[src/hdl/hsec_pkg.sv]
// package for the hamming single-error-correcting decoder
// holds field widths, status flags type and code length helpers; no dependencies
package hsec_pkg;

    // fixed field widths of the stream payload
    localparam int CODEWORD_W     = 63;
    localparam int DATA_BITS_W    = 57;
    localparam int SYNDROME_W     = 6;
    localparam int DATA_LEN_W     = 6;
    localparam int S_TDATA_W      = 64;
    localparam int M_TDATA_W      = 72;

    // defaults
    localparam int CODE_BITS_DEFAULT = 63;
    localparam logic [DATA_LEN_W-1:0] DATA_LEN_RESET = 6'd4;

    // status that travels with each decoded word
    typedef struct packed {
        logic corrected;
        logic out_of_range;
    } hsec_flags_t;

    // least r with 2^r >= m + r + 1
    function automatic logic [2:0] parity_count(input logic [DATA_LEN_W-1:0] m);
        logic [2:0] r;
        logic       found;
        r     = 3'd0;
        found = 1'b0;
        for (int i = 0; i < 8; i++) begin
            if (!found && ((8'd1 << i) >= ({2'b00, m} + 8'(i) + 8'd1))) begin
                r     = 3'(i);
                found = 1'b1;
            end
        end
        return r;
    endfunction

    // largest data length whose code still fits in code_bits positions
    function automatic int max_data_len(input int code_bits);
        int best;
        best = 0;
        for (int m = 0; m < 64; m++) begin
            if (m + int'(parity_count(6'(m))) <= code_bits) begin
                best = m;
            end
        end
        return best;
    endfunction

    // code length n for data length m, with m clamped to max_m
    function automatic logic [5:0] code_length(input logic [DATA_LEN_W-1:0] m,
                                               input logic [DATA_LEN_W-1:0] max_m);
        logic [DATA_LEN_W-1:0] mc;
        mc = (m > max_m) ? max_m : m;
        return 6'(7'(mc) + 7'(parity_count(mc)));
    endfunction

endpackage

[src/hdl/hamming_single_error_correct.sv]
// Hamming single-error-correcting decoder, top level.
// One codeword per transfer on the slave stream, one decoded result per transfer on the
// master stream. The data length register sets the parity count r (least r with
// 2^r >= m+r+1) and the code length n = m+r; lengths whose code would not fit in
// CODE_BITS positions are lowered to the largest that fits. Codeword bits above n are
// ignored. The syndrome flips one bit when it lies in 1..n; above n the word passes
// uncorrected with syndrome_out_of_range set. Results pass the input register, then the
// result register; a new codeword is taken every cycle while the master stream is not
// stalled. The single syndrome xor tree and compaction sit between the two registers.
// Write the data length only while no transfer is in flight.
// depends on hsec_pkg, hsec_syndrome, hsec_extract
module hamming_single_error_correct
    import hsec_pkg::*;
#(
    parameter int CODE_BITS = CODE_BITS_DEFAULT
) (
    input  logic                   aclk,
    input  logic                   aresetn,
    // configuration
    input  logic                   cfg_wr_en,
    input  logic [DATA_LEN_W-1:0]  cfg_wr_data,   // data_length
    // slave stream
    input  logic                   s_tvalid,
    output logic                   s_tready,
    input  logic [S_TDATA_W-1:0]   s_tdata,       // [62:0] codeword, [63] zero
    // master stream
    output logic                   m_tvalid,
    input  logic                   m_tready,
    output logic [M_TDATA_W-1:0]   m_tdata        // [56:0] data_bits, [62:57] syndrome,
                                                  // [63] corrected,
                                                  // [64] syndrome_out_of_range, [71:65] zero
);

    localparam int SYN_W  = $clog2(CODE_BITS + 1);
    localparam int DATA_W = CODE_BITS - $clog2(CODE_BITS + 1);
    localparam logic [DATA_LEN_W-1:0] MAX_M = DATA_LEN_W'(max_data_len(CODE_BITS));
    localparam logic [SYN_W-1:0] CODE_LEN_RESET =
        SYN_W'(code_length(DATA_LEN_RESET, MAX_M));

    logic [SYN_W-1:0]     code_len_reg, code_len_next;
    logic                 in_valid_reg;
    logic [CODE_BITS-1:0] cw_reg, cw_next;
    logic                 m_valid_reg;
    logic [DATA_W-1:0]    data_reg;
    logic [SYN_W-1:0]     syn_reg;
    hsec_flags_t          flags_reg;

    logic                 out_free;
    logic                 in_adv;
    logic                 s_xfer;
    logic [SYN_W-1:0]     syn;
    hsec_flags_t          flags;
    logic [CODE_BITS-1:0] cw_fixed;
    logic [DATA_W-1:0]    data;

    // configuration: keep the derived code length
    assign code_len_next = SYN_W'(code_length(cfg_wr_data, MAX_M));

    always_ff @(posedge aclk) begin
        if (!aresetn) begin
            code_len_reg <= CODE_LEN_RESET;
        end else if (cfg_wr_en) begin
            code_len_reg <= code_len_next;
        end
    end

    // handshake: result stage frees up when empty or taken
    assign out_free = !m_valid_reg || m_tready;
    assign in_adv   = in_valid_reg && out_free;
    assign s_tready = !in_valid_reg || out_free;
    assign s_xfer   = s_tvalid && s_tready;

    // input register, bits beyond the code length cleared
    always_comb begin
        for (int i = 0; i < CODE_BITS; i++) begin
            cw_next[i] = s_tdata[i] && (SYN_W'(i) < code_len_reg);
        end
    end

    always_ff @(posedge aclk) begin
        if (!aresetn) begin
            in_valid_reg <= 1'b0;
        end else if (s_tready) begin
            in_valid_reg <= s_tvalid;
        end
    end

    always_ff @(posedge aclk) begin
        if (s_xfer) begin
            cw_reg <= cw_next;
        end
    end

    // decode between the two registers
    hsec_syndrome #(
        .CODE_BITS (CODE_BITS),
        .SYN_W     (SYN_W)
    ) u_syndrome (
        .cw        (cw_reg),
        .code_len  (code_len_reg),
        .syndrome  (syn),
        .flags     (flags),
        .cw_fixed  (cw_fixed)
    );

    hsec_extract #(
        .CODE_BITS (CODE_BITS),
        .DATA_W    (DATA_W)
    ) u_extract (
        .cw        (cw_fixed),
        .data      (data)
    );

    // result register
    always_ff @(posedge aclk) begin
        if (!aresetn) begin
            m_valid_reg <= 1'b0;
        end else if (out_free) begin
            m_valid_reg <= in_valid_reg;
        end
    end

    always_ff @(posedge aclk) begin
        if (in_adv) begin
            data_reg  <= data;
            syn_reg   <= syn;
            flags_reg <= flags;
        end
    end

    // output packing
    assign m_tvalid = m_valid_reg;
    always_comb begin
        m_tdata = '0;
        m_tdata[DATA_BITS_W-1:0] = DATA_BITS_W'(data_reg);
        m_tdata[DATA_BITS_W +: SYNDROME_W] = SYNDROME_W'(syn_reg);
        m_tdata[DATA_BITS_W + SYNDROME_W]     = flags_reg.corrected;
        m_tdata[DATA_BITS_W + SYNDROME_W + 1] = flags_reg.out_of_range;
    end

    // a corrected word never reports an out-of-range syndrome
    a_flags_exclusive: assert property (@(posedge aclk) disable iff (!aresetn)
        m_valid_reg |-> !(flags_reg.corrected && flags_reg.out_of_range))
        else $error("corrected and out-of-range both set");

    // zero syndrome means nothing flagged
    a_zero_syndrome: assert property (@(posedge aclk) disable iff (!aresetn)
        (m_valid_reg && syn_reg == '0) |-> (!flags_reg.corrected && !flags_reg.out_of_range))
        else $error("flags set with zero syndrome");

    // out-of-range flag agrees with the code length
    a_range_check: assert property (@(posedge aclk) disable iff (!aresetn)
        m_valid_reg |-> (flags_reg.out_of_range == (syn_reg > code_len_reg)))
        else $error("out-of-range flag disagrees with code length");

    // a stalled input stage keeps its word
    a_in_hold: assert property (@(posedge aclk) disable iff (!aresetn)
        (in_valid_reg && !out_free) |=> (in_valid_reg && $stable(cw_reg)))
        else $error("input stage lost a word while stalled");

endmodule

[src/hdl/hsec_syndrome.sv]
// syndrome computation and single-bit correction for one codeword
// depends on hsec_pkg
module hsec_syndrome
    import hsec_pkg::*;
#(
    parameter int CODE_BITS = CODE_BITS_DEFAULT,
    parameter int SYN_W     = $clog2(CODE_BITS + 1)
) (
    input  logic [CODE_BITS-1:0] cw,        // bits above code length already cleared
    input  logic [SYN_W-1:0]     code_len,
    output logic [SYN_W-1:0]     syndrome,
    output hsec_flags_t          flags,
    output logic [CODE_BITS-1:0] cw_fixed
);

    logic flip_en;

    // xor of the positions of all set bits
    always_comb begin
        syndrome = '0;
        for (int j = 1; j <= CODE_BITS; j++) begin
            if (cw[j-1]) begin
                syndrome = syndrome ^ SYN_W'(j);
            end
        end
    end

    // classify the syndrome
    always_comb begin
        flags.out_of_range = (syndrome > code_len);
        flags.corrected    = (syndrome != '0) && !flags.out_of_range;
        flip_en            = flags.corrected;
    end

    // flip the bit at the syndrome position
    always_comb begin
        for (int i = 0; i < CODE_BITS; i++) begin
            cw_fixed[i] = cw[i] ^ (flip_en && (syndrome == SYN_W'(i + 1)));
        end
    end

endmodule

[src/hdl/hsec_extract.sv]
// packs the non-parity code positions, in ascending order, into the data word
// depends on hsec_pkg
module hsec_extract
    import hsec_pkg::*;
#(
    parameter int CODE_BITS = CODE_BITS_DEFAULT,
    parameter int DATA_W    = CODE_BITS - $clog2(CODE_BITS + 1)
) (
    input  logic [CODE_BITS-1:0] cw,
    output logic [DATA_W-1:0]    data
);

    // position j (not a power of two) lands in data bit j - 1 - clog2(j + 1)
    for (genvar j = 1; j <= CODE_BITS; j++) begin : g_pos
        if ((j & (j - 1)) != 0) begin : g_data
            assign data[j - 1 - $clog2(j + 1)] = cw[j-1];
        end
    end

endmodule

[config.mk]
export PLATFORM = sky130hd
export DESIGN_NAME = hamming_single_error_correct
export DESIGN_NICKNAME = d
export VERILOG_FILES = /design/src/hdl/hsec_pkg.sv /design/src/hdl/hamming_single_error_correct.sv /design/src/hdl/hsec_syndrome.sv /design/src/hdl/hsec_extract.sv
export SDC_FILE = /design/constraint.sdc
export NUM_CORES = 1
export LEC_CHECK = 0
export BUFFER_PORTS_ARGS = -buffer_cell sky130_fd_sc_hd__buf_2
export CORE_UTILIZATION = 50
export CTS_CLUSTER_SIZE = 28
export DETAILED_ROUTE_END_ITERATION = 7
export MAX_ROUTING_LAYER = met4
export PLACE_DENSITY = 0.73
export SYNTH_ARGS = -nofsm -noshare
export SYNTH_HDL_FRONTEND = slang
export SYNTH_SLANG_ARGS = --single-unit
[constraint.sdc]
create_clock -name aclk -period 5.9 [get_ports aclk]
set_clock_uncertainty 0.2 [all_clocks]
set_input_delay 0.59 -clock aclk [delete_from_list [all_inputs] [get_ports aclk]]
set_output_delay 0.59 -clock aclk [all_outputs]
set_load 0.01 [all_outputs]
## Yosys cells after proc, flatten, opt, wreduce, memory -nomap -nowiden

Index checks and enable logic that the tools add are counted.

| operators by class | value |
|---|---|
| add/subtract/negate cells | 15 |
| magnitude comparators | 73 |
| eq/ne operators | 57 |
| mux-type cells | 78 |
| bitwise operators | 119 |
| reduce and logical (&&, ||, !) cells | 143 |

Operators by type and width:

| kind | number |
|---|---|
| $mux W6 | 33 |
| $eq A6 B6 Y1 const B | 31 |
| $lt A6 B6 Y1 const A | 31 |
| $logic_and A1 B1 Y1 | 130 |
| $lt A5 B6 Y1 const A | 16 |
| $eq A6 B5 Y1 const B | 15 |
| $mux W5 | 16 |
| $not A3 Y3 | 20 |
| $not A4 Y4 | 15 |
| $xor A1 B1 Y1 | 57 |
| $add A7 B1 Y8 const B | 7 |
| $lt A4 B6 Y1 const A | 8 |
| $eq A6 B4 Y1 const B | 7 |
| $mux W4 | 8 |
| $mux W3 | 10 |
| $not A2 Y2 | 15 |
| $not A5 Y5 | 6 |
| $add A6 B3 Y7 const B | 4 |
| $lt A3 B6 Y1 const A | 4 |
| $eq A6 B3 Y1 const B | 3 |
| $add A6 B2 Y7 const B | 2 |
| $lt A1 B6 Y1 const A | 2 |
| $lt A2 B6 Y1 const A | 2 |
| $logic_not A1 Y1 | 10 |
| other kinds (19) | 33 |

| storage, ports and cells | value |
|---|---|
| register bits | 136 |
| input port bits | 75 |
| output and inout port bits | 74 |

## Logic depth before layout (Yosys ltp)

Gate-level depths: netlist of the first run.

| depth | value |
|---|---|
| depth after elaboration | 125 |
| gate-level depth with buffers | 20 |
| gate-level depth less buffers | 18 |

## Cells and area by module

From an unflattened synthesis of the first run, not the netlist that was laid out.

| unflattened totals | value |
|---|---|
| cell total of the unflattened synthesis | 795 |
| area, all modules | 9,232.6 um^2 |

Modules (own cells, without submodules):

| module | times used | cells an instance | area each (um^2) | sequential area each (um^2) |
|---|---|---|---|---|
| hamming_single_error_correct | 1 | 449 | 6,065.8 | 4,003.8 |
| hsec_syndrome | 1 | 289 | 2,738.9 | 0.0 |
| hsec_extract | 1 | 57 | 427.9 | 0.0 |

## Worst setup path before layout of the first run

Ideal clock, no wire load.

| timing | value |
|---|---|
| path type | flip-flop to flip-flop |
| from | register cw_reg[22] |
| to | register data_reg[23] (data pin) |
| setup time | 0.259 ns |
| arrival time | 3.799 ns |
| setup slack | 1.642 ns |
| stages on the path, launching flop included | 16 |
| buffers on the path | 2 |
| clock period less this slack | 4.258 ns |
| cells stage by stage | edfxtp_1 > xnor3_1 > xnor2_1 > xnor2_1 > xnor3_1 > ha_1 > nor2b_1 > o21a_1 > o21a_1 > o21a_1 > o21a_1 > o22ai_1 > clkbuf_1 > clkbuf_1 > nand3_1 > xnor2_1 |

| on the way | value |
|---|---|
| elaborated cells on any way between the ends | 86 |
| those cells by class | order compare: 1; eq/ne: 1; mux: 41; bitwise: 39; reduce/logical: 4 |

RTL lines:

| item | line | text |
|---|---|---|
| from (decl) | hamming_single_error_correct.sv:42 | `logic [CODE_BITS-1:0] cw_reg, cw_next;` |
| from (signal assigned) | hamming_single_error_correct.sv:90 | `cw_reg <= cw_next;` |
| $mux W5 (*) (3 in series) | hsec_syndrome.sv:22 | `if (cw[j-1]) begin` |
| $not A3 Y3 (no line) | -- |  |
| $mux W5 (*) | hsec_syndrome.sv:22 |  |
| $not A4 Y4 (no line) | -- |  |
| $mux W5 (*) (3 in series) | hsec_syndrome.sv:22 |  |
| $not A4 Y4 (no line) | -- |  |
| $mux W5 (*) | hsec_syndrome.sv:22 |  |
| $not A5 Y5 (no line) | -- |  |
| [48 not listed] | -- |  |
| $mux W6 (*) | hsec_syndrome.sv:22 |  |
| named net syn[1] | hamming_single_error_correct.sv:51 | `logic [SYN_W-1:0] syn;` |
| $gt A6 B6 Y1 | hsec_syndrome.sv:30 | `flags.out_of_range = (syndrome > code_len);` |
| $logic_not A1 Y1 | hsec_syndrome.sv:31 | `flags.corrected = (syndrome != '0) && !flags.out_of_range;` |
| $logic_and A1 B1 Y1 | hsec_syndrome.sv:31 |  |
| $logic_and A1 B1 Y1 (*) | hsec_syndrome.sv:38 | `cw_fixed[i] = cw[i] ^ (flip_en && (syndrome == SYN_W'(i + 1)));` |
| $xor A1 B1 Y1 (*) | hsec_syndrome.sv:38 |  |
| named net cw_fixed[28] | hamming_single_error_correct.sv:53 | `logic [CODE_BITS-1:0] cw_fixed;` |
| to (signal assigned) | hamming_single_error_correct.sv:125 | `data_reg <= data;` |
| to (decl) | hamming_single_error_correct.sv:44 | `logic [DATA_W-1:0] data_reg;` |

The timed path passes the listed nets; every way through them passes the cells marked *.
A chain may end at the register's enable or synchronous reset.

## Final worst setup path of the first run

| timing | value |
|---|---|
| from | register cw_reg[22] |
| to | register data_reg[5] (data pin) |

Same word-level chain as after synthesis.

==> summary.md, run 1 <==
| Metric | Value |
|---|---|
| Final Wtd Congestion | 0.9142 |
| Crit-path cells | xnor3_1 -> xnor2_1 -> xnor2_1 -> xnor3_1 -> ha_1 -> nor2b_1 -> o21a_1 -> o21a_1 -> o21a_1 -> o21a_1 -> o22ai_4 -> buf_4 -> nand3b_1 -> xnor2_1 |
| Grt total ovfl | 0 |
| Chip width | 129.7 µm |
| Switching power | 0.002011 W |
| Max Fclk | 209.4 MHz |
| H-tree depth | 4 |
| Number of buffers and inverters on the critical path | 1 |
| # diodes | 0 |
| Core Box Area | 0.01589 mm² |
| Most numerous cell on the critical path | o21a_1 |
| Yosys reg bits | 136 |
| Setup-failing EPs final | 0 |
| Largest net degree at the start of global routing | 66 |
| Status | complete, no violations |
| GRT Total Usage | 0.2512 |
| CP delay by family, top | XOR/XNOR gates |
| Pwr Density | 494.7 mW/mm² |
| Number of global-route vias before repair | 5366 |
| Total CTS buffers | 17 |
| Clk root buf | clkbuf_16 |
| Share of cells above drive strength 1 | 0.2356 |
| First DRT Iteration DRCs | 480 |
| Area grow syn2layout | 18.60% |
| Max Cap Viol | 0 |
| CTS tree | done |
| Post-synth EDFFs | 128 |
| Post-CTS Setup Bufs | 0 |
| Final HPWL DP | 15110 µm |
| Die area | 0.01682 mm² |
| Clock Latency Late Sink | 0.43 ns |
| PnR worst setup slack | 1.124 ns |
| CP startpoint kind | flop |
| Mean post-synth cell area | 11.58 µm² |
| Hold Startpoint | s_tvalid |
| RSZ-0062 raised after global routing | no |
| WHS Path Cells | 3 |
| Register area share after synthesis | 0.4912 |
| Synth Instances | 704 |
| CTS Buffer Depth | 2 |
| Post-DR vias/cell | 5.426 |
| Slew @ Worst Pin | 0.8181 ns |
| Maximum fanout along the worst path | 58 |
| Post-route DRC violation count | 0 |
| TritonCTS Sinks | 136 |
| DR vias | 5800 |
| Netlist cell types | 60 |
| WS Path Type | flop to flop |
| Internal power | 0.002772 W |
| Comb pwr share | 0.495 |
| Switching part of the total | 0.4205 |
| Final hold violations | 0 |
| Synth top area cells | edfxtp_1 (47%), xnor2_1 (13%), xnor3_1 (5.0%), ha_1 (3.7%), nand3_1 (3.5%) |
| Post-synth top area cell | edfxtp_1 |
| Global-route wire length before repair | 29560 µm |
| Worst Reg-to-Reg Cells | 14 |
| Sequential Power Share | 0.272 |
| Final WL | 19760 µm |
| Period utilization | 0.8095 |
| Routed len/inst | 18.48 µm |
| # rows | 46 |
| Slowest stage delay, CP | 0.59 ns |
| Synth warn | 0 |
| Setup WS pre-CTS | 1.178 ns |
| Reg2Reg Launch Point | cw_reg[22]$_DFFE_PP_ |
| Worst min path class | primary input to flop |
| Arrival @ worst endpoint | 4.73 ns |
| CTS Hold Bufs | 0 |
| Fin. max-slew vios | 0 |
| Initial antenna violation count | 0 |
| I/O Buffers | 140 |
| Slew HR | 0.4546 |
| Main synth FF type | edfxtp_1 |
| Die Height | 129.7 µm |
| Worst-path clk slew | 0.06 ns |
| Initial Util | 0.5132 |
| Post-cts resize count | 0 |
| Yosys top cell area share | 0.4715 |
| Clock share of power | 0.233 |
| Lkg Pwr | 3.842 nW |
| Final core utilization | 0.6086 |
| Max reg flops | 63 |
| Asr flop ratio synth | 0 |
| Worst reg2reg path endpoint | data_reg[5]$_DFFE_PP_ |
| Final nets | 940 |
| Post-DRT Antenna Nets | 0 |
| Crit path capture type | flop |
| Overall power | 0.004783 W |
| Critical Path RT | 5.86 ns |
| 1st-pass router iterations | 5 |
| Min-Delay Endpoint | in_valid_reg$_SDFFE_PN0N_ |
| Fill cells | 1341 |
| Synthesized cell area | 0.008152 mm² |
| IO Pins | 149 |
| Min Tclk post-route | 4.776 ns |
| CP max-delay cell | xnor3_1 |
| R2r setup slk | 1.12 ns |
| Final TNS setup | 0 ns |
| Peak VDD IR | 0.5418 mV |
-- how the worst max path moves through the flow --
| stage | start | to | slack (ns) | cells after the start |
|---|---|---|---|---|
| detailed placement | cw_reg[22]$_DFFE_PP_ | data_reg[5]$_DFFE_PP_ | 1.18 | 14 |
| finish | cw_reg[22]$_DFFE_PP_ | data_reg[5]$_DFFE_PP_ | 1.12 | 14 |
| global placement | cfg_wr_data[3] | code_len_reg[4]$_SDFFE_PN0P_ | 1.20 | 18 |
| floorplan | cw_reg[22]$_DFFE_PP_ | data_reg[23]$_DFFE_PP_ | 1.64 | 15 |
| global route | cw_reg[22]$_DFFE_PP_ | data_reg[5]$_DFFE_PP_ | 0.89 | 14 |
| CTS | cw_reg[22]$_DFFE_PP_ | data_reg[5]$_DFFE_PP_ | 1.15 | 14 |
-- kinds of logic (layout without fill, tap and decap cells) --
group,after synthesis,in the layout,share of synthesized area
flip-flops,136,136,0.4912
XOR/XNOR,159,159,0.2095
adder cells (fa/ha/maj),25,25,0.03929
AND/OR/NAND/NOR,228,228,0.1461
multiplexers,3,3,0.003684
other,1,7,0.0004600
buffers and inverters,50,193,0.02763
AO/OA/AOI/OAI,102,102,0.08212
-- Yosys cell counts, types with 5 or more instances --
cell and count:
a21boi_0 15, a21oi_1 28, and2_1 12, and3_1 11
buf_4 9, clkbuf_1 23, dfxtp_1 8, edfxtp_1 128
ha_1 24, inv_1 12, nand2_1 48, nand2b_1 8
nand3_1 57, nand3b_1 7, nor2_1 40, nor2b_1 14
nor3_1 7, o21a_1 8, o21ai_0 18, xnor2_1 119
xnor2_2 5, xnor3_1 18, xor2_1 15
-- metrics by stage --
step | instance area [µm²] | instances | hold slack (ns)
after floorplan | 8174 | 710 | 0.2768
after global placement | 9044 | 1037 | 0.3122
after detailed placement | 9044 | 1037 | 0.3157
after CTS | 9668 | 1069 | 0.1951
after global routing | 9668 | 1069 | 0.2169
final | 9668 | 1069 | 0.2076
-- worst min-delay path, stage by stage --
cell and delay, ns:
buf_2 0.08, a21oi_1 0.04, nor2b_1 0.09
-- layout by cell type, fill, tap and decap left out, drive strengths merged, types with 3 or more instances in the layout --
master,synthesis,layout
xnor2,124,124
buf,12,146
nor2b,14,14
xor2,15,15
nand3b,7,7
nand2,48,48
clkbuf,23,18
nor3b,3,3
nand4,3,3
o21ai,21,21
inv,13,16
a211oi,4,4
nor2,43,43
a21oi,31,31
edfxtp,128,128
o211ai,3,3
dfxtp,8,8
bufinv,0,4
conb,1,7
xnor3,18,18
and2,12,12
or3,3,3
nand3,61,61
ha,24,24
o31ai,4,4
o21a,8,8
a21boi,15,15
nor3,7,7
clkinv,2,8
mux2i,3,3
nand2b,8,8
o211a,4,4
and3,11,11
-- power groups by stage --
| stage | combinational, W | clock, W | sequential, W |
|---|---|---|---|
| floorplan | 0.00173 | 0 | 0.00133 |
| finish | 0.00237 | 0.00112 | 0.00130 |
| global placement | 0.00230 | 0 | 0.00132 |
| detailed placement | 0.00233 | 0 | 0.00132 |
| CTS | 0.00233 | 0.00112 | 0.00130 |
| global route | 0.00256 | 0.00116 | 0.00131 |
-- final cells by class --
class / count / area, µm² / share of cell area
Sequential cell: 136 / 4004 / 0.4141
Multi-Input combinational cell: 524 / 3968 / 0.4104
Timing Repair Buffer: 146 / 745.7 / 0.07713
Clock buffer: 18 / 429.2 / 0.04439
Tap cell: 216 / 270.3 / 0.02795
Clock inverter: 14 / 195.2 / 0.02019
Inverter: 15 / 56.30 / 0.005824
-- metal layers --
metal / global-route usage / share of wire / up-vias
met5: - / 0 / -
met4: 0.08824 / 0.019 / 0
met3: 0.04211 / 0.065 / 31
met2: 0.4064 / 0.49 / 243
met1: 0.3190 / 0.42 / 2764
li1: - / - / 2762
No activity file was read; power rests on OpenSTA's default activity.
==> run 2: changes to the inputs <==
Clock period 5.9 ns to 4.9 ns, I/O delays scaled along.
==> summary.md, run 2 (same netlist as run 1, synthesis figures left out) <==
| Metric | Value |
|---|---|
| Status | complete, no violations |
| First DRT Iteration DRCs | 619 (+29%) |
| Most numerous cell on the critical path | o21a_1 |
| RSZ-0062 raised after global routing | no |
| Die Height | 129.7 µm (unchanged) |
| Crit-path cells | xnor3_1 -> xnor2_1 -> xnor2_1 -> xnor3_1 -> ha_1 -> nor2b_1 -> o21a_1 -> o21a_1 -> o21a_1 -> o21a_1 -> o22ai_4 -> buf_12 -> nand3b_1 -> xnor2_1 |
| Number of global-route vias before repair | 5260 (-2.0%) |
| Initial antenna violation count | 0 (unchanged) |
| Final nets | 942 (+0.21%) |
| Post-route DRC violation count | 0 (unchanged) |
| CP max-delay cell | xnor3_1 |
| Clk root buf | clkbuf_16 |
| Fill cells | 1293 (-3.6%) |
| Slowest stage delay, CP | 0.58 ns (about the same) |
| Lkg Pwr | 3.874 nW (+0.84%) |
| Share of cells above drive strength 1 | 0.2374 (+0.001788) |
| Max Fclk | 227.6 MHz (+8.7%) |
| I/O Buffers | 140 (unchanged) |
| Period utilization | 0.8968 (+0.08731) |
| Final hold violations | 0 (unchanged) |
| GRT Total Usage | 0.2503 (-0.0009516) |
| Fin. max-slew vios | 0 (unchanged) |
| Final core utilization | 0.6129 (+0.004253) |
| CTS Hold Bufs | 0 (unchanged) |
| Final WL | 19880 µm (+0.61%) |
| Largest net degree at the start of global routing | 66 (unchanged) |
| Commonest non-fill, non-tap cell in the layout | buf_2 |
| 1st-pass router iterations | 5 (unchanged) |
| Critical Path RT | 4.87 ns (-0.99 ns) |
| Crit path capture type | flop |
| Chip width | 129.7 µm (unchanged) |
| Final TNS setup | 0 ns (unchanged) |
| Max reg flops | 63 (unchanged) |
| Post-CTS Setup Bufs | 0 (unchanged) |
| Post-cts resize count | 0 (unchanged) |
| WHS Path Cells | 3 (unchanged) |
| Commonest non-fill, non-tap cells in the layout | buf_2 (140), edfxtp_1 (128), xnor2_1 (119) |
| H-tree depth | 4 (unchanged) |
| # diodes | 0 (unchanged) |
| Worst Reg-to-Reg Cells | 14 (unchanged) |
| Slew @ Worst Pin | 0.8948 ns (+0.07665 ns) |
| Max Cap Viol | 0 (unchanged) |
| Worst-path clk slew | 0.06 ns (about the same) |
| Core Box Area | 0.01589 mm² (unchanged) |
| Clock Latency Late Sink | 0.42 ns (about the same) |
| Worst min path class | primary input to flop |
| Hold Startpoint | s_tvalid |
| Reg2Reg Launch Point | cw_reg[22]$_DFFE_PP_ |
| Area grow syn2layout | 19.43% |
| Total CTS buffers | 17 (unchanged) |
| CP startpoint kind | flop |
| CP startpoint | cw_reg[22]$_DFFE_PP_ |
| Arrival @ worst endpoint | 4.36 ns (-0.37 ns) |
| Initial Util | 0.5132 (unchanged) |
| DR vias | 5741 (-1.0%) |
| Grt total ovfl | 0 (unchanged) |
| Pwr Density | 603.9 mW/mm² (+22%) |
| CTS Buffer Depth | 2 (unchanged) |
| CTS tree | done |
| Die area | 0.01682 mm² (unchanged) |
| Post-DRT Antenna Nets | 0 (unchanged) |
| Final Wtd Congestion | 0.9324 (+2.0%) |
| Final HPWL DP | 15300 µm (+1.2%) |
| Slew HR | 0.3989 (-0.05569) |
| WS Path Type | flop to flop |
| # rows | 46 (unchanged) |
| TritonCTS Sinks | 136 (unchanged) |
| IO Pins | 149 (unchanged) |
| R2r setup slk | 0.51 ns (-0.62 ns) |
| Peak VDD IR | 0.6422 mV (+19%) |
| Setup-failing EPs final | 0 (unchanged) |
| Min Tclk post-route | 4.394 ns (-0.3816 ns) |
| Global-route wire length before repair | 29400 µm (-0.54%) |
| Post-DR vias/cell | 5.360 (-1.2%) |
| Maximum fanout along the worst path | 58 (unchanged) |
| Routed len/inst | 18.56 µm (+0.42%) |
==> run 2: power breakdown <==
part / total [W] / leakage [nW] / internal, W / switching (W)
combinational: 0.00289 / 2.22 / 0.00105 / 0.00183
clock: 0.00142 / 0.323 / 0.000944 / 0.000479
sequential: 0.00157 / 1.33 / 0.00148 / 0.0000888
==> run 2: layer usage <==
layer	GRT usage	routed length, µm
met3	0.04335	1097
met4	0.09439	449
met1	0.3251	8631
met5	-	0
met2	0.3923	9699
==> run 2: through the flow <==
stage / cells / worst slack [ns] / area (µm²) / total power [W] / hold slack (ns)
floorplan: 710 / 0.6420 / 8174 / 0.003684 / 0.2768
global placement: 1039 / 0.4798 / 9071 / 0.004415 / 0.3096
detailed placement: 1039 / 0.4135 / 9071 / 0.004442 / 0.3123
CTS: 1071 / 0.5295 / 9736 / 0.005864 / 0.1089
global route: 1071 / 0.3272 / 9736 / 0.006170 / 0.1201
finish: 1071 / 0.5059 / 9736 / 0.005879 / 0.1225
==> run 2: layout make-up <==
| cell class | count | area (µm²) | share of cell area |
|---|---|---|---|
| clock buffers | 21 | 470.5 | 0.04832 |
| clock inverters | 11 | 193.9 | 0.01992 |
| inverters | 15 | 56.30 | 0.005783 |
| multi-input cells | 524 | 3968 | 0.4075 |
| flip-flops and latches | 136 | 4004 | 0.4113 |
| well taps | 216 | 270.3 | 0.02776 |
| repair buffers | 148 | 773.2 | 0.07942 |
==> run 2: path summary, 6_finish.rpt <==
check                                            endpoint
worst max-delay path                data_reg[1]$_DFFE_PP_
worst min register to register      m_tvalid$_SDFFE_PN0P_
worst min-delay path            in_valid_reg$_SDFFE_PN0N_
worst max register to register      data_reg[1]$_DFFE_PP_
==> run 2: worst max-delay path, delay by kind of cell (launching register included) <==
| family | cells | cell delay (ns) |
|---|---|---|
| compound gates | 5 | 0.84 |
| simple gates | 2 | 0.31 |
| xor+xnor | 5 | 1.70 |
| fa+ha+maj | 1 | 0.33 |
| flops | 1 | 0.48 |
| buf+inv | 1 | 0.25 |
